[src/rtl/ael_pkg.sv]
// ----------------------------------------------------------------------------
// ael_pkg
// Shared widths, codes and result types of the arithmetic expression lexer.
// ----------------------------------------------------------------------------
`default_nettype none

package ael_pkg;

    localparam int CHAR_BITS           = 21;
    localparam int POS_BITS            = 16;
    localparam int COLUMN_BITS_DEFAULT = 16;
    localparam int MAX_DEPTH_DEFAULT   = 255;

    typedef enum logic [2:0] {
        TC_OPERATOR = 3'd0,
        TC_OPEN     = 3'd1,
        TC_CLOSE    = 3'd2,
        TC_NUMBER   = 3'd3,
        TC_ERROR    = 3'd4
    } token_class_t;

    typedef enum logic [2:0] {
        ERR_NONE       = 3'd0,
        ERR_UNEXPECTED = 3'd1,
        ERR_EXTRA      = 3'd2,
        ERR_POINT      = 3'd3,
        ERR_UNCLOSED   = 3'd4
    } error_code_t;

    typedef struct packed {
        token_class_t         token_class;
        logic [CHAR_BITS-1:0] char_out;
        logic                 token_start;
        logic [POS_BITS-1:0]  position;
        error_code_t          error_code;
        logic                 last_of_run;
    } result_t;

    // results written into the queue in one cycle
    typedef struct packed {
        logic first;
        logic second;
    } push_t;

    typedef struct packed {
        logic       room;
        logic [2:0] count;
    } queue_status_t;

endpackage : ael_pkg

`default_nettype wire

[src/rtl/ael_lexer.sv]
// ----------------------------------------------------------------------------
// ael_lexer
// Input register, lexer state and the per-character classification step.
// ----------------------------------------------------------------------------
`default_nettype none

module ael_lexer
    import ael_pkg::*;
#(
    parameter int COLUMN_BITS = COLUMN_BITS_DEFAULT,
    parameter int MAX_DEPTH   = MAX_DEPTH_DEFAULT
)
(
    input  wire logic                 clk,
    input  wire logic                 rst_n,
    input  wire logic                 in_valid,
    output logic                      in_stall,
    input  wire logic [CHAR_BITS-1:0] char_code,
    input  wire logic                 end_of_text,
    input  wire queue_status_t        queue_status,
    output push_t                     push,
    output result_t                   res0,
    output result_t                   res1
);

    localparam int DEPTH_BITS = $clog2(MAX_DEPTH + 1);

    localparam logic [CHAR_BITS-1:0] CH_TAB    = CHAR_BITS'(32'h09);
    localparam logic [CHAR_BITS-1:0] CH_CR     = CHAR_BITS'(32'h0D);
    localparam logic [CHAR_BITS-1:0] CH_SPACE  = CHAR_BITS'(32'h20);
    localparam logic [CHAR_BITS-1:0] CH_ZERO   = CHAR_BITS'(32'h30);
    localparam logic [CHAR_BITS-1:0] CH_NINE   = CHAR_BITS'(32'h39);
    localparam logic [CHAR_BITS-1:0] CH_POINT  = CHAR_BITS'(32'h2E);
    localparam logic [CHAR_BITS-1:0] CH_COMMA  = CHAR_BITS'(32'h2C);
    localparam logic [CHAR_BITS-1:0] CH_OPEN   = CHAR_BITS'(32'h28);
    localparam logic [CHAR_BITS-1:0] CH_CLOSE  = CHAR_BITS'(32'h29);
    localparam logic [CHAR_BITS-1:0] CH_PLUS   = CHAR_BITS'(32'h2B);
    localparam logic [CHAR_BITS-1:0] CH_MINUS  = CHAR_BITS'(32'h2D);
    localparam logic [CHAR_BITS-1:0] CH_STAR   = CHAR_BITS'(32'h2A);
    localparam logic [CHAR_BITS-1:0] CH_SLASH  = CHAR_BITS'(32'h2F);
    localparam logic [CHAR_BITS-1:0] CH_CARET  = CHAR_BITS'(32'h5E);
    localparam logic [CHAR_BITS-1:0] CH_PCT    = CHAR_BITS'(32'h25);
    localparam logic [CHAR_BITS-1:0] CH_BSLASH = CHAR_BITS'(32'h5C);

    localparam logic [COLUMN_BITS-1:0] COL_MAX   = '1;
    localparam logic [DEPTH_BITS-1:0]  DEPTH_MAX = DEPTH_BITS'(MAX_DEPTH);

    function automatic logic is_blank(input logic [CHAR_BITS-1:0] c);
        return (c == CH_SPACE) || (c >= CH_TAB && c <= CH_CR);
    endfunction

    function automatic logic is_digit(input logic [CHAR_BITS-1:0] c);
        return c >= CH_ZERO && c <= CH_NINE;
    endfunction

    function automatic logic is_operator(input logic [CHAR_BITS-1:0] c);
        return c == CH_PLUS || c == CH_MINUS || c == CH_STAR || c == CH_SLASH ||
               c == CH_CARET || c == CH_PCT || c == CH_BSLASH;
    endfunction

    // input register
    logic                 valid_reg;
    logic                 valid_next;
    logic [CHAR_BITS-1:0] char_reg;
    logic                 last_reg;
    logic                 accept;
    logic                 advance;

    // lexer state
    logic [COLUMN_BITS-1:0] column_reg,     column_next;
    logic [DEPTH_BITS-1:0]  depth_reg,      depth_next;
    logic                   in_number_reg,  in_number_next;
    logic                   point_reg,      point_next;
    logic [COLUMN_BITS-1:0] num_start_reg,  num_start_next;
    logic                   failed_reg,     failed_next;

    // step results
    logic                   tok_valid;
    result_t                tok;
    logic                   unclosed;
    result_t                unclosed_res;
    logic [COLUMN_BITS-1:0] col;
    logic [POS_BITS-1:0]    col_pos;
    logic [POS_BITS-1:0]    start_pos;
    logic                   continued;

    assign advance  = valid_reg && queue_status.room;
    assign in_stall = valid_reg && !queue_status.room;
    assign accept   = in_valid && !in_stall;

    always_comb
    begin
        valid_next = valid_reg;
        if (accept)
        begin
            valid_next = 1'b1;
        end
        else if (advance)
        begin
            valid_next = 1'b0;
        end
    end

    always_ff @(posedge clk or negedge rst_n)
    begin
        if (!rst_n)
        begin
            valid_reg <= 1'b0;
        end
        else
        begin
            valid_reg <= valid_next;
        end
    end

    always_ff @(posedge clk)
    begin
        if (accept)
        begin
            char_reg <= char_code;
            last_reg <= end_of_text;
        end
    end

    assign col       = (column_reg < COL_MAX) ? column_reg + 1'b1 : column_reg;
    assign col_pos   = POS_BITS'(col);
    assign start_pos = POS_BITS'(num_start_reg);

    always_comb
    begin
        column_next    = col;
        depth_next     = depth_reg;
        in_number_next = in_number_reg;
        point_next     = point_reg;
        num_start_next = num_start_reg;
        failed_next    = failed_reg;
        continued      = 1'b0;
        tok_valid      = 1'b0;
        tok            = '{token_class: TC_ERROR, char_out: char_reg, token_start: 1'b0,
                           position: col_pos, error_code: ERR_NONE, last_of_run: 1'b0};

        if (!failed_reg)
        begin
            if (in_number_reg)
            begin
                if (is_digit(char_reg))
                begin
                    tok_valid       = 1'b1;
                    tok.token_class = TC_NUMBER;
                    tok.position    = start_pos;
                    continued       = 1'b1;
                end
                else if (char_reg == CH_POINT)
                begin
                    tok_valid = 1'b1;
                    continued = 1'b1;
                    if (point_reg)
                    begin
                        tok.error_code = ERR_POINT;
                        failed_next    = 1'b1;
                    end
                    else
                    begin
                        point_next      = 1'b1;
                        tok.token_class = TC_NUMBER;
                        tok.char_out    = CH_COMMA;
                        tok.position    = start_pos;
                    end
                end
                else
                begin
                    in_number_next = 1'b0;
                    point_next     = 1'b0;
                end
            end

            if (!continued && !is_blank(char_reg))
            begin
                tok_valid = 1'b1;
                priority if (is_operator(char_reg))
                begin
                    tok.token_class = TC_OPERATOR;
                    tok.token_start = 1'b1;
                end
                else if (char_reg == CH_OPEN)
                begin
                    if (depth_reg < DEPTH_MAX)
                    begin
                        depth_next = depth_reg + 1'b1;
                    end
                    tok.token_class = TC_OPEN;
                    tok.token_start = 1'b1;
                end
                else if (char_reg == CH_CLOSE)
                begin
                    if (depth_reg == '0)
                    begin
                        tok.error_code = ERR_EXTRA;
                        failed_next    = 1'b1;
                    end
                    else
                    begin
                        depth_next      = depth_reg - 1'b1;
                        tok.token_class = TC_CLOSE;
                        tok.token_start = 1'b1;
                    end
                end
                else if (is_digit(char_reg))
                begin
                    in_number_next  = 1'b1;
                    point_next      = 1'b0;
                    num_start_next  = col;
                    tok.token_class = TC_NUMBER;
                    tok.token_start = 1'b1;
                end
                else
                begin
                    tok.error_code = ERR_UNEXPECTED;
                    failed_next    = 1'b1;
                end
            end
        end

        // end of text clears everything
        if (last_reg)
        begin
            column_next    = '0;
            depth_next     = '0;
            in_number_next = 1'b0;
            point_next     = 1'b0;
            num_start_next = '0;
            failed_next    = 1'b0;
        end
    end

    // unclosed check looks at the state after this character, before clearing
    always_comb
    begin
        unclosed = last_reg && !failed_reg && (tok.error_code == ERR_NONE || !tok_valid);
        if (tok_valid && tok.token_class == TC_OPEN)
        begin
            unclosed = unclosed && 1'b1;
        end
        else if (tok_valid && tok.token_class == TC_CLOSE)
        begin
            unclosed = unclosed && (depth_reg > DEPTH_BITS'(1));
        end
        else
        begin
            unclosed = unclosed && (depth_reg != '0);
        end
        unclosed_res = '{token_class: TC_ERROR, char_out: '0, token_start: 1'b0,
                         position: col_pos, error_code: ERR_UNCLOSED, last_of_run: 1'b1};
    end

    always_comb
    begin
        push = '{first: 1'b0, second: 1'b0};
        res0 = unclosed_res;
        res1 = unclosed_res;
        if (advance)
        begin
            if (tok_valid)
            begin
                push.first       = 1'b1;
                push.second      = unclosed;
                res0             = tok;
                res0.last_of_run = !unclosed;
            end
            else
            begin
                push.first = unclosed;
            end
        end
    end

    always_ff @(posedge clk or negedge rst_n)
    begin
        if (!rst_n)
        begin
            column_reg    <= '0;
            depth_reg     <= '0;
            in_number_reg <= 1'b0;
            point_reg     <= 1'b0;
            num_start_reg <= '0;
            failed_reg    <= 1'b0;
        end
        else if (advance)
        begin
            column_reg    <= column_next;
            depth_reg     <= depth_next;
            in_number_reg <= in_number_next;
            point_reg     <= point_next;
            num_start_reg <= num_start_next;
            failed_reg    <= failed_next;
        end
    end

endmodule : ael_lexer

`default_nettype wire

[src/rtl/ael_result_queue.sv]
// ----------------------------------------------------------------------------
// ael_result_queue
// Four-entry result queue: up to two writes and one read per cycle.
// ----------------------------------------------------------------------------
`default_nettype none

module ael_result_queue
    import ael_pkg::*;
(
    input  wire logic    clk,
    input  wire logic    rst_n,
    input  wire push_t   push,
    input  wire result_t res0,
    input  wire result_t res1,
    output queue_status_t status,
    output logic         out_valid,
    input  wire logic    out_stall,
    output result_t      head
);

    localparam int DEPTH = 4;
    localparam int PTR_BITS = $clog2(DEPTH);

    result_t             entry_reg [DEPTH];
    logic [PTR_BITS-1:0] wr_ptr_reg, wr_ptr_next;
    logic [PTR_BITS-1:0] rd_ptr_reg, rd_ptr_next;
    logic [2:0]          count_reg,  count_next;
    logic                pop;
    logic [1:0]          n_push;

    assign out_valid    = count_reg != '0;
    assign head         = entry_reg[rd_ptr_reg];
    assign pop          = out_valid && !out_stall;
    // room for two results, judged from registered count only
    assign status.room  = count_reg <= 3'(DEPTH - 2);
    assign status.count = count_reg;

    assign n_push = 2'(push.first) + 2'(push.second);

    always_comb
    begin
        wr_ptr_next = wr_ptr_reg + PTR_BITS'(n_push);
        rd_ptr_next = rd_ptr_reg + PTR_BITS'(pop);
        count_next  = count_reg + 3'(n_push) - 3'(pop);
    end

    always_ff @(posedge clk or negedge rst_n)
    begin
        if (!rst_n)
        begin
            wr_ptr_reg <= '0;
            rd_ptr_reg <= '0;
            count_reg  <= '0;
        end
        else
        begin
            wr_ptr_reg <= wr_ptr_next;
            rd_ptr_reg <= rd_ptr_next;
            count_reg  <= count_next;
        end
    end

    always_ff @(posedge clk)
    begin
        if (push.first)
        begin
            entry_reg[wr_ptr_reg] <= res0;
        end
        if (push.second)
        begin
            entry_reg[wr_ptr_reg + 1'b1] <= res1;
        end
    end

endmodule : ael_result_queue

`default_nettype wire

[src/rtl/arithmetic_expression_lexer_core.sv]
// ----------------------------------------------------------------------------
// arithmetic_expression_lexer_core
// Streaming lexer for arithmetic expressions, one character per item.
// ----------------------------------------------------------------------------
// Input channel: in_valid / in_stall with char_code and end_of_text; one
// character per item, end_of_text set on the final character.
// Output channel: out_valid / out_stall with one token character or error
// per item; last_of_run marks the final result of an input character.
// Blanks give no token; a character gives at most two results (its token
// and, on the final character, an unclosed-parenthesis error).
// Path: a taken character waits in the input register until the queue has
// room; its results are then written into the queue and offered from there.
// Throughput: one character per cycle while each gives at most one result;
// the output port moves one result per cycle, so the two results of a
// character leave one after the other. The four-entry result queue sets
// this: a character is processed only while two entries are free.
// Stall: out_stall holds results in the queue; once fewer than two entries
// are free, in_stall rises and the waiting character stays in the input
// register.
// Reset: clears column, depth, number and failure state and empties the
// queue; the same state clears after every character with end_of_text.
// ----------------------------------------------------------------------------
`default_nettype none

module arithmetic_expression_lexer_core
    import ael_pkg::*;
#(
    parameter int COLUMN_BITS = COLUMN_BITS_DEFAULT,
    parameter int MAX_DEPTH   = MAX_DEPTH_DEFAULT
)
(
    input  wire logic                 clk,
    input  wire logic                 rst_n,
    input  wire logic                 in_valid,
    output logic                      in_stall,
    input  wire logic [CHAR_BITS-1:0] char_code,
    input  wire logic                 end_of_text,
    output logic                      out_valid,
    input  wire logic                 out_stall,
    output logic [2:0]                token_class,
    output logic [CHAR_BITS-1:0]      char_out,
    output logic                      token_start,
    output logic [POS_BITS-1:0]       position,
    output logic [2:0]                error_code,
    output logic                      last_of_run
);

    push_t         push;
    result_t       res0;
    result_t       res1;
    result_t       head;
    queue_status_t queue_status;

    ael_lexer #(
        .COLUMN_BITS (COLUMN_BITS),
        .MAX_DEPTH   (MAX_DEPTH)
    ) u_lexer (
        .clk          (clk),
        .rst_n        (rst_n),
        .in_valid     (in_valid),
        .in_stall     (in_stall),
        .char_code    (char_code),
        .end_of_text  (end_of_text),
        .queue_status (queue_status),
        .push         (push),
        .res0         (res0),
        .res1         (res1)
    );

    ael_result_queue u_queue (
        .clk       (clk),
        .rst_n     (rst_n),
        .push      (push),
        .res0      (res0),
        .res1      (res1),
        .status    (queue_status),
        .out_valid (out_valid),
        .out_stall (out_stall),
        .head      (head)
    );

    assign token_class = head.token_class;
    assign char_out    = head.char_out;
    assign token_start = head.token_start;
    assign position    = head.position;
    assign error_code  = head.error_code;
    assign last_of_run = head.last_of_run;

    // the queue is never written without room for two results
    assert property (@(posedge clk) disable iff (!rst_n)
        (push.first || push.second) |-> queue_status.room)
        else $error("result written while queue short of room");

    // a second result is always the closing unclosed error
    assert property (@(posedge clk) disable iff (!rst_n)
        push.second |-> (push.first && res1.error_code == ERR_UNCLOSED &&
                         res1.last_of_run && !res0.last_of_run))
        else $error("malformed result pair");

    // a lone result closes its run
    assert property (@(posedge clk) disable iff (!rst_n)
        (push.first && !push.second) |-> res0.last_of_run)
        else $error("single result without last_of_run");

    // queue occupancy stays within its four entries
    assert property (@(posedge clk) disable iff (!rst_n)
        queue_status.count <= 3'd4)
        else $error("result queue overflow");

endmodule : arithmetic_expression_lexer_core

`default_nettype wire
[config.mk]
export PLATFORM = sky130hd
export DESIGN_NAME = arithmetic_expression_lexer_core
export DESIGN_NICKNAME = d
export VERILOG_FILES = /design/src/rtl/ael_pkg.sv /design/src/rtl/ael_lexer.sv /design/src/rtl/ael_result_queue.sv /design/src/rtl/arithmetic_expression_lexer_core.sv
export SDC_FILE = /design/constraint.sdc
export NUM_CORES = 1
export LEC_CHECK = 0
export BUFFER_PORTS_ARGS = -buffer_cell sky130_fd_sc_hd__buf_4
export CAP_MARGIN = 20
export CORE_MARGIN = 1
export CORE_UTILIZATION = 60
export CTS_CLUSTER_DIAMETER = 60
export DETAILED_ROUTE_END_ITERATION = 8
export PLACE_DENSITY_LB_ADDON = 0.2
export SKIP_LAST_GASP = 1
export SLEW_MARGIN = 20
export SYNTH_ARGS = -nofsm -noshare
export SYNTH_HDL_FRONTEND = slang
export SYNTH_SLANG_ARGS = --single-unit
[constraint.sdc]
create_clock -name clk -period 10.1 [get_ports clk]
set_input_delay 1.515 -clock clk [delete_from_list [all_inputs] [get_ports clk]]
set_output_delay 1.515 -clock clk [all_outputs]
set_load 0.05 [all_outputs]
# Yosys cells after proc, flatten, opt, wreduce, memory -nomap -nowiden
# Memory sizes are Yosys's and may differ from the RTL's.
# Index checks and enable logic that the tools add are counted.
# word_totals
reg_bits	73
ram_bits	180
in_bits	26
output_inout_bits	47
n_memories	1
# op_classes
addsub	9
n_lt_le_gt_ge	8
n_eq_ne	19
mux	94
n_reduce_logical	40
# memory_table
memory	words	word_bits	rd	rd_ports_with_merged_regs	write_ports	line	text
u_queue.entry_reg	4	45	1	0	2	ael_result_queue.sv:24	result_t entry_reg [DEPTH];
# ops
op	count
$eq A21 B6 Y1 const B	9
$mux W16	11
$mux W45	2
$mux W24	3
$mux W8	8
$mux W1	50
$mux W44	1
$eq A21 B7 Y1 const B	2
$mux W3	14
$mux W19	2
$ge A21 B4 Y1 const B	1
$ge A21 B6 Y1 const B	1
$le A21 B4 Y1 const B	1
$le A21 B6 Y1 const B	1
$mux W21	1
$add A16 B1 Y16 const B	1
$lt A16 B16 Y1 const B	1
$reduce_and A7 Y1	2
$logic_and A1 B1 Y1	13
$add A8 B1 Y8 const B	1
$gt A8 B1 Y1 const B	1
$logic_not A1 Y1	8
$logic_not A8 Y1	1
$logic_or A1 B1 Y1	8
other kinds (20)	27

# Logic depth before layout (Yosys ltp)
# Gate-level depths: netlist of run 1.
# logic_depth
ltp_word	23
mapped_depth	15
mapped_depth_nobuf	14

# Hierarchy
# From an unflattened synthesis of run 1, not the netlist that was laid out.
# hier_totals
hier_cells	971
hier_area_um2	13624.3
# by_module_without_submodules
module	instances	cells_each	area_per_inst_um2	seq_area_each_um2
ael_result_queue	1	474	9359.0	5580.4
ael_lexer	1	497	4265.3	1761.7

# Worst setup path after synthesis of run 1
# Ideal clock, no wire load.
# synth_timing
path_kind	reg-to-reg
from	register u_lexer.char_reg[17]
to	register u_queue.count_reg[2]
t_arrival_ns	3.673
required_time_ns	9.977
path_slack_ns	6.304
stages_incl_launch_ff	13
cell_sequence	edfxtp_1 > or4_4 > or3_4 > or3_1 > a211o_2 > o211ai_2 > inv_2 > ha_1 > inv_1 > ha_1 > fa_1 > xor2_1 > xnor2_1
# synth_between
elab_chain_cells	21
elab_cells_between_ends	70
cone_classes	add/sub: 3; order compare: 4; eq/ne: 13; mux: 30; reduce/logical: 20
# synth_lines
element	line	text
from (decl)	ael_lexer.sv:64	logic [CHAR_BITS-1:0] char_reg;
from (signal assigned)	ael_lexer.sv:120	char_reg <= char_code;
$ge A21 B6 Y1, or another cell as far along	ael_lexer.sv:53	return c >= CH_ZERO && c <= CH_NINE;
$logic_and A1 B1 Y1, or another cell as far along	ael_lexer.sv:53	
$mux W3 or $logic_or A1 B1 Y1 (tied branches)	ael_lexer.sv:146, ael_lexer.sv:57	
$mux W19 or $logic_or A1 B1 Y1 (tied branches)	ael_lexer.sv:144, ael_lexer.sv:57	
$mux W3, or another cell as far along	ael_lexer.sv:208	else if (is_digit(char_reg))
$mux W3 or $logic_or A1 B1 Y1 (tied branches)	ael_lexer.sv:194, ael_lexer.sv:58	
$mux W3 or $logic_or A1 B1 Y1 (tied branches)	ael_lexer.sv:185, ael_lexer.sv:58	
$mux W3	ael_lexer.sv:180	priority if (is_operator(char_reg))
[... 6 more ...]	--	
$mux W1	ael_lexer.sv:244	else if (tok_valid && tok.token_class == TC_CLOSE)
$mux W1	ael_lexer.sv:240	if (tok_valid && tok.token_class == TC_OPEN)
$mux W1	ael_lexer.sv:263	if (tok_valid)
$mux W2 *	ael_lexer.sv:261	if (advance)
$add A1 B1 Y2 *	ael_result_queue.sv:38	assign n_push = 2'(push.first) + 2'(push.second);
$add A3 B2 Y3 *	ael_result_queue.sv:44	count_next = count_reg + 3'(n_push) - 3'(pop);
$sub A3 B1 Y3 *	ael_result_queue.sv:44	
net u_queue.count_next[2]	ael_result_queue.sv:27	logic [2:0] count_reg, count_next;
to (signal assigned)	ael_result_queue.sv:59	count_reg <= count_next;
to (decl)	ael_result_queue.sv:27	
# The timed path passes the listed nets; every way through them passes the cells marked *. The select of a mux whose other input is x is not followed.
# A chain may end at the register's enable or synchronous reset.

# Worst setup path after layout of run 1
# layout_timing
from	register u_lexer.char_reg[16]
to	register u_queue.count_reg[2]
# Same word-level chain as after synthesis.

==> results of run 1 <==
-- layer usage --
layer / vias up / wire [um]
met5: - / 0
met4: 0 / 502
met3: 40 / 2715
met2: 400 / 13100
met1: 4351 / 12440
li1: 4219 / -
-- area by class of cell --
class,count,area [um^2],area share
repair buffers,92,690.7,0.05147
well taps,260,325.3,0.02424
inverters,20,75.07,0.005595
clock buffers,37,820.8,0.06117
multi-input cells,751,5218,0.3888
flip-flops and latches,253,6186,0.4610
clock inverters,13,102.6,0.007646
-- synthesized netlist by cell type (8+ instances only) --
master	number
sky130_fd_sc_hd__a21oi_1	28
sky130_fd_sc_hd__a22o_1	10
sky130_fd_sc_hd__a32o_1	12
sky130_fd_sc_hd__and2_1	8
sky130_fd_sc_hd__and3_1	8
sky130_fd_sc_hd__buf_2	22
sky130_fd_sc_hd__clkbuf_1	52
sky130_fd_sc_hd__dfrtp_1	51
sky130_fd_sc_hd__dfxtp_1	116
sky130_fd_sc_hd__edfxtp_1	86
sky130_fd_sc_hd__ha_1	10
sky130_fd_sc_hd__inv_1	18
sky130_fd_sc_hd__mux4_2	45
sky130_fd_sc_hd__nand2_1	137
sky130_fd_sc_hd__nand3_1	83
sky130_fd_sc_hd__nand4_1	11
sky130_fd_sc_hd__nor2_1	42
sky130_fd_sc_hd__nor2b_1	9
sky130_fd_sc_hd__nor3_1	18
sky130_fd_sc_hd__o21ai_0	133
sky130_fd_sc_hd__o21ai_1	16
sky130_fd_sc_hd__o21ai_2	10
sky130_fd_sc_hd__o22ai_1	17
sky130_fd_sc_hd__o31ai_1	31
sky130_fd_sc_hd__or3_1	12
sky130_fd_sc_hd__xnor2_1	13
-- tightest hold or removal path: cells and delay by family (launching register included) --
family | cells | cell delay (ps)
AO/OA/AOI/OAI | 1 | 50
AND/OR/NAND/NOR | 1 | 60
flip-flops | 1 | 310
-- power groups by stage --
stage / clock network [W] / logic, W / registers (W)
after global placement: 0 / 0.00132 / 0.00156
after global routing: 0.00105 / 0.00143 / 0.00159
after CTS: 0.00101 / 0.00134 / 0.00155
after floorplan: 0 / 0.00110 / 0.00141
final: 0.00101 / 0.00134 / 0.00156
after detailed placement: 0 / 0.00134 / 0.00157
-- worst paths after layout --
path                                                             from                               endpoint  depth (start not counted)
worst min register to register  u_queue.entry_reg[0][41]$_SDFFE_PP0P_  u_queue.entry_reg[0][41]$_SDFFE_PP0P_                          2
worst min-delay path            u_queue.entry_reg[0][41]$_SDFFE_PP0P_  u_queue.entry_reg[0][41]$_SDFFE_PP0P_                          2
worst max-delay path                   u_lexer.char_reg[16]$_DFFE_PP_         u_queue.count_reg[2]$_DFF_PN0_                         13
worst max register to register         u_lexer.char_reg[16]$_DFFE_PP_         u_queue.count_reg[2]$_DFF_PN0_                         13
max in group asynchronous                                       rst_n        u_queue.rd_ptr_reg[0]$_DFF_PN0_                          1
min in group asynchronous                                       rst_n         u_lexer.failed_reg$_DFFE_PN0P_                          1
-- cells by family (layout without fill, tap and decap cells) --
| group | count (synthesis) | in the layout | share of synthesized area |
|---|---|---|---|
| DFF | 253 | 253 | 0.5240 |
| adders and majority gates | 11 | 11 | 0.01230 |
| AOI/OAI and AO/OA | 305 | 305 | 0.1685 |
| xor gates and xnor gates | 20 | 20 | 0.01485 |
| buffers and inverters | 106 | 162 | 0.03861 |
| muxes | 50 | 50 | 0.09016 |
| and+or+nand+nor | 365 | 365 | 0.1516 |
-- placed cells by master, fill, tap and decap left out, drive strengths merged, types with 9 or more instances in the layout --
cell and n:
a21oi 28, a22o 10, a32o 12, buf 92
clkbuf 37, dfrtp 51, dfxtp 116, edfxtp 86
ha 10, inv 24, mux4 45, nand2 137
nand3 83, nand4 11, nor2 43, nor2b 9
nor3 18, o21ai 159, o22ai 17, o31ai 31
or3 13, xnor2 13
-- metrics by stage --
step / area (um^2) / instances
after CTS: 13410 / 1426
after global routing: 13420 / 1426
after detailed placement: 12480 / 1376
final: 13420 / 1426
after floorplan: 11800 / 1110
after global placement: 12480 / 1376
==> impl_results.md, run 1 <==
- Number of vias in the routed layout: 9010
- Leak pwr: 4.940 nW
- Num ports: 73
- Post-detailed-route wirelength per cell: 20.16 um
- Horizontal extent of the die: 142.2 um
- Minimum setup slack after placement: 5916 ps
- Count of standard-cell rows: 50
- Setup TNS Final: 0 ps
- Die ar.: 20230 um^2
- Max-cap viol count: 0
- Combinational group share of total power: 0.344
- Final hold vios: 0
- Setup repair after global routing missed its margin: false
- Number of gates resized after cts: 0
- Number of remaining DRC errors: 0
- Global route hottest layer: met2
- P per Cell Area: 291.0 nW/um^2
- Fmax: 236.7 MHz
- Worst path required time: 10510 ps
- Flops & latches, synth: 253
- Number of antenna violations at the first check in global routing: 0
- TritonCTS Buffers: 27
- Utilization after layout: 0.7079
- Post-layout total power: 0.003905 W
- Most instantiated flip-flop cell in the synthesis netlist: sky130_fd_sc_hd__dfxtp_1
- Post-layout net count: 1182
- CTS H-tree depth: 1
- Vias per std cell: 6.318
- Syn_area_per_cell: 10.63 um^2
- Minimum setup slack among reg-to-reg paths: 5880 ps
- Maximum buffer depth of the clock tree: 3
- Post-CTS Setup Bufs: 0
- Most used cell, CP: sky130_fd_sc_hd__ha_1
- Total number of yosys warnings: 0
- Sink Count: 253
- First-pass GRT wire length: 45.66 mm
- Detail Route Antenna Nets: 0
- Top cell type by total area after synthesis: sky130_fd_sc_hd__edfxtp_1
- Flop pwr share: 0.398
- Number of flip-flops under the largest register name: 180
- Psw: 0.001502 W
- CP Capture Type: register
- Switching share of power: 0.3846
- Number of enable-type register cells in the synthesized netlist: 86
- Met2 capacity usage during global routing: 0.4420
- Largest stage delay on the critical path: 650 ps
- Number of max-slew violations in the final report: 0
- CTS tree: yes
- ANT cells: 0
- Fillcell total: 1359
- Highest fanout seen on the critical path: 10
- WHS: 461.1 ps
- Count of port buffers added during placement: 72
- Root buffer cell: sky130_fd_sc_hd__clkbuf_16
- Drt first-iter violations: 889
- Number of distinct library cells after synthesis: 76
- Slew of the pin with the lowest slew margin: 1026 ps
- Worst path top cell family by delay: compound AO/OA/AOI/OAI gates
- Via count of the first global-routing pass: 8495
- Critical setup path kind: register to register
- Status: completed
- Post-synth top area share: 0.2189
- Met3 demand-to-capacity share in global routing: 0.05956
- Peak supply drop: 0.0001749 V
- Fin crit period: 4225 ps
- Post-synthesis async set-or-reset flop share: 0.2016
- Starting density of the core: 0.6223
- Global-route usage over all layers: 0.2922
- Router iterations before antenna repair: 5
- Slowest cell on the critical path: sky130_fd_sc_hd__a211oi_2
- Type of the worst min-delay path: register to register
- Critical path, cell by cell: nor4_2 > nand4_1 > a211oi_2 > a221o_1 > a21oi_1 > o211ai_2 > inv_2 > ha_1 > inv_1 > ha_1 > fa_1 > xor2_1 > xnor2_1
- Worst endpoint data arrival time: 4640 ps
- Die height: 142.2 um
- Clock edge transition at the registers on the reported setup and hold paths: 60 ps
- Detailed placement HPWL: 18.55 mm
- GR Layer Usage met1: 0.4325
- Share of post-route cells with drive strength above 1: 0.1930
- Clock insertion delay at the later pin of the skew report: 540 ps
- Instance count of the mapped netlist: 1110
- Layout overhead on the synthesized area: 13.75%
- Slew headroom: 0.3135
- Synth Cell Area: 11800 um^2
- Pin count of the biggest net entering global routing: 59
- Worst path bufs/invs: 2
- Final setup violating endpoints: 0
- Quantity of hold-fixing buffers added after cts: 0
- Setup slack after layout: 5875 ps
- Final Routed Wirelength: 28.75 mm
- Clock skew: 21.17 ps
- Cell types with the largest area share after synthesis: sky130_fd_sc_hd__edfxtp_1, sky130_fd_sc_hd__dfxtp_1, sky130_fd_sc_hd__dfrtp_1, sky130_fd_sc_hd__mux4_2, sky130_fd_sc_hd__o21ai_0
- Part of the Yosys area used for sequential elements: 0.5240
- Net count of the mapped netlist: 1147
- Area of the core region: 18960 um^2
- Nature of the critical path startpoint: register
- Portion of total power attributed to the clock network: 0.257
- Final RePlAce weighted congestion: 0.9012
- Internal Pwr Total: 0.002403 W
- Fin crit share: 0.4183
- Remaining Overflow, GRT: 0
Note: power is estimated with default switching activity, not from simulation.
==> inputs of run 2 (changes only) <==
CORE_UTILIZATION = 55   (was 60)
clock period = 3.6 ns   (was 10.1 ns; I/O delays follow)
==> run 2 against run 1 <==
Net effect: combinational power grew to 3.1 times the previous value; utilization shrank 4.5 points; setup slack got worse by 5800 ps; fmax grew 21%; final area rose by 3.9%; final cell count is 4.4% higher; via count rose by 2.9%; sequential power grew to 2.7 times the previous value; total power rose to 2.9 times the previous value; sequential share of layout area shrank 1.7 points; worst hold slack worse by 410 ps; critical path type unchanged; largest power group unchanged; highest routed layer unchanged.
==> impl_results.md, run 2 (synthesized netlist as in run 1, its figures left out) <==
- Critical setup path kind: register to register
- Fin crit share: 0.9686
- Die ar.: 22040 um^2
- Num ports: 73
- Clock edge transition at the registers on the reported setup and hold paths: 60 ps
- Count of port buffers added during placement: 72
- Die height: 148.5 um
- Setup TNS Final: 0 ps
- Most frequent cells in the layout: sky130_fd_sc_hd__nand2_1, sky130_fd_sc_hd__buf_4, sky130_fd_sc_hd__o21ai_0
- Via count of the first global-routing pass: 8997
- Detailed placement HPWL: 19.64 mm
- Starting density of the core: 0.5612
- Remaining Overflow, GRT: 0
- Status: completed
- Setup slack after layout: 112.9 ps
- Layout overhead on the synthesized area: 18.16%
- CTS tree: yes
- Final setup violating endpoints: 0
- Number of remaining DRC errors: 0
- Metal-1 WL: 13.34 mm
- Area of the core region: 21020 um^2
- Slowest cell on the critical path: sky130_fd_sc_hd__or4_4
- Reg area: 6186 um^2
- Minimum setup slack after placement: 37.17 ps
- Final hold vios: 0
- Number of vias in the routed layout: 9275
- CTS H-tree depth: 1
- Largest stage delay on the critical path: 550 ps
- CP Capture Type: register
- Peak supply drop: 0.0008289 V
- Fillcell total: 1604
- Highest fanout seen on the critical path: 4
- Final RePlAce weighted congestion: 0.9043
- Post-detailed-route wirelength per cell: 20.35 um
- Nature of the critical path startpoint: register
- Maximum buffer depth of the clock tree: 3
- Slew headroom: 0.3199
- Critical path, cell by cell: or4_4 > or3_4 > or3_4 > a211o_4 > o211ai_4 > inv_4 > ha_4 > inv_2 > ha_4 > fa_2 > xor2_1 > xnor2_1
- Most common library cell in the layout ignoring fill and taps: sky130_fd_sc_hd__nand2_1
- Vias per std cell: 6.229
- Clock skew: 9.159 ps
- Sink Count: 253
- First-pass GRT wire length: 47.92 mm
- Pin count of the biggest net entering global routing: 52
- Root buffer cell: sky130_fd_sc_hd__clkbuf_16
- P per Cell Area: 809.0 nW/um^2
- Fin crit period: 3487 ps
- Worst path required time: 4010 ps
- Share of post-route cells with drive strength above 1: 0.2273
- Fmax: 286.8 MHz
- Type of the worst min-delay path: input port to async pin
- Clock insertion delay at the later pin of the skew report: 530 ps
- ANT cells: 0
- Final Routed Wirelength: 30.30 mm
- Detail Route Antenna Nets: 0
- WL met3: 2.463 mm
- TritonCTS Buffers: 28
- Post-layout net count: 1229
- Setup repair after global routing missed its margin: false
- Number of antenna violations at the first check in global routing: 1
- Number of max-slew violations in the final report: 0
- Footprint of the multi-input gates: 5280 um^2
- Leak pwr: 5.150 nW
- Highest routed metal layer: met4
- Slew of the pin with the lowest slew margin: 1015 ps
- Count of standard-cell rows: 53
- Max-cap viol count: 0
- Worst endpoint data arrival time: 3900 ps
- Number of flip-flops under the largest register name: 180
- Horizontal extent of the die: 148.5 um
- Router iterations before antenna repair: 7
- Drt first-iter violations: 959
- Global-route usage over all layers: 0.2782
- Quantity of hold-fixing buffers added after cts: 0
- DR WL met2: 14.01 mm
run 2: worst paths after layout:
kind | from | endpoint | slack (ps) | depth (start not counted)
hold / removal | rst_n | u_lexer.column_reg[12]$_DFFE_PN0P_ | 60 | 1
setup reg to reg | u_lexer.char_reg[18]$_DFFE_PP_ | u_queue.count_reg[2]$_DFF_PN0_ | 110 | 12
min in group clk | char_code[2] | u_lexer.char_reg[2]$_DFFE_PP_ | 180 | 1
hold reg to reg | u_queue.entry_reg[2][0]$_SDFFE_PP1N_ | u_queue.entry_reg[2][0]$_SDFFE_PP1N_ | 460 | 2
max in group asynchronous | rst_n | u_queue.rd_ptr_reg[0]$_DFF_PN0_ | 3030 | 1
setup / recovery | u_lexer.char_reg[18]$_DFFE_PP_ | u_queue.count_reg[2]$_DFF_PN0_ | 110 | 12
run 2: routing by layer:
layer | global-route usage | vias to the layer above
li1 | - | 4325
met1 | 0.4018 | 4492
met2 | 0.4343 | 406
met3 | 0.04571 | 52
met4 | 0.07680 | 0
met5 | 0 | -
run 2: area by class of cell:
class	count	share of cell area
timing repair buffer	138	0.07702
multi-input combinational	751	0.3788
clock inverter	14	0.01140
sequential	253	0.4438
clock buffer	38	0.05817
inverter	20	0.006104
tap	275	0.02469
run 2: through the flow:
stage,hold slack [ps],instances,power [W],area (um^2),utilization
after CTS,73.49,1487,0.01128,13880,0.6605
after detailed placement,449.7,1435,0.008329,12910,0.6144
after global placement,441.0,1435,0.008229,12910,0.6144
after floorplan,244.4,1110,0.007069,11840,-
final,55.46,1489,0.01128,13940,0.6631
after global routing,105.6,1489,0.01178,13940,0.6631
run 2: worst max-delay path, delay by kind of cell (launching register included):
family / cells / cell delay, ps
compound gates: 2 / 560
xor+xnor: 2 / 270
fa+ha+maj: 3 / 750
buf+inv: 2 / 120
flops: 1 / 410
simple gates: 3 / 1270
run 2: where the power goes:
group	total, W	switching [W]	internal [W]
logic	0.00414	0.00262	0.00152
registers	0.00418	0.000499	0.00368
clock network	0.00296	0.00116	0.00180
total	0.0113	0.00428	0.00700
run 2: what timing repair did:
item	4_1_cts	5_1_grt
endpoints found under the setup margin	0	51
gates resized for setup	0	6
setup buffers	0	2
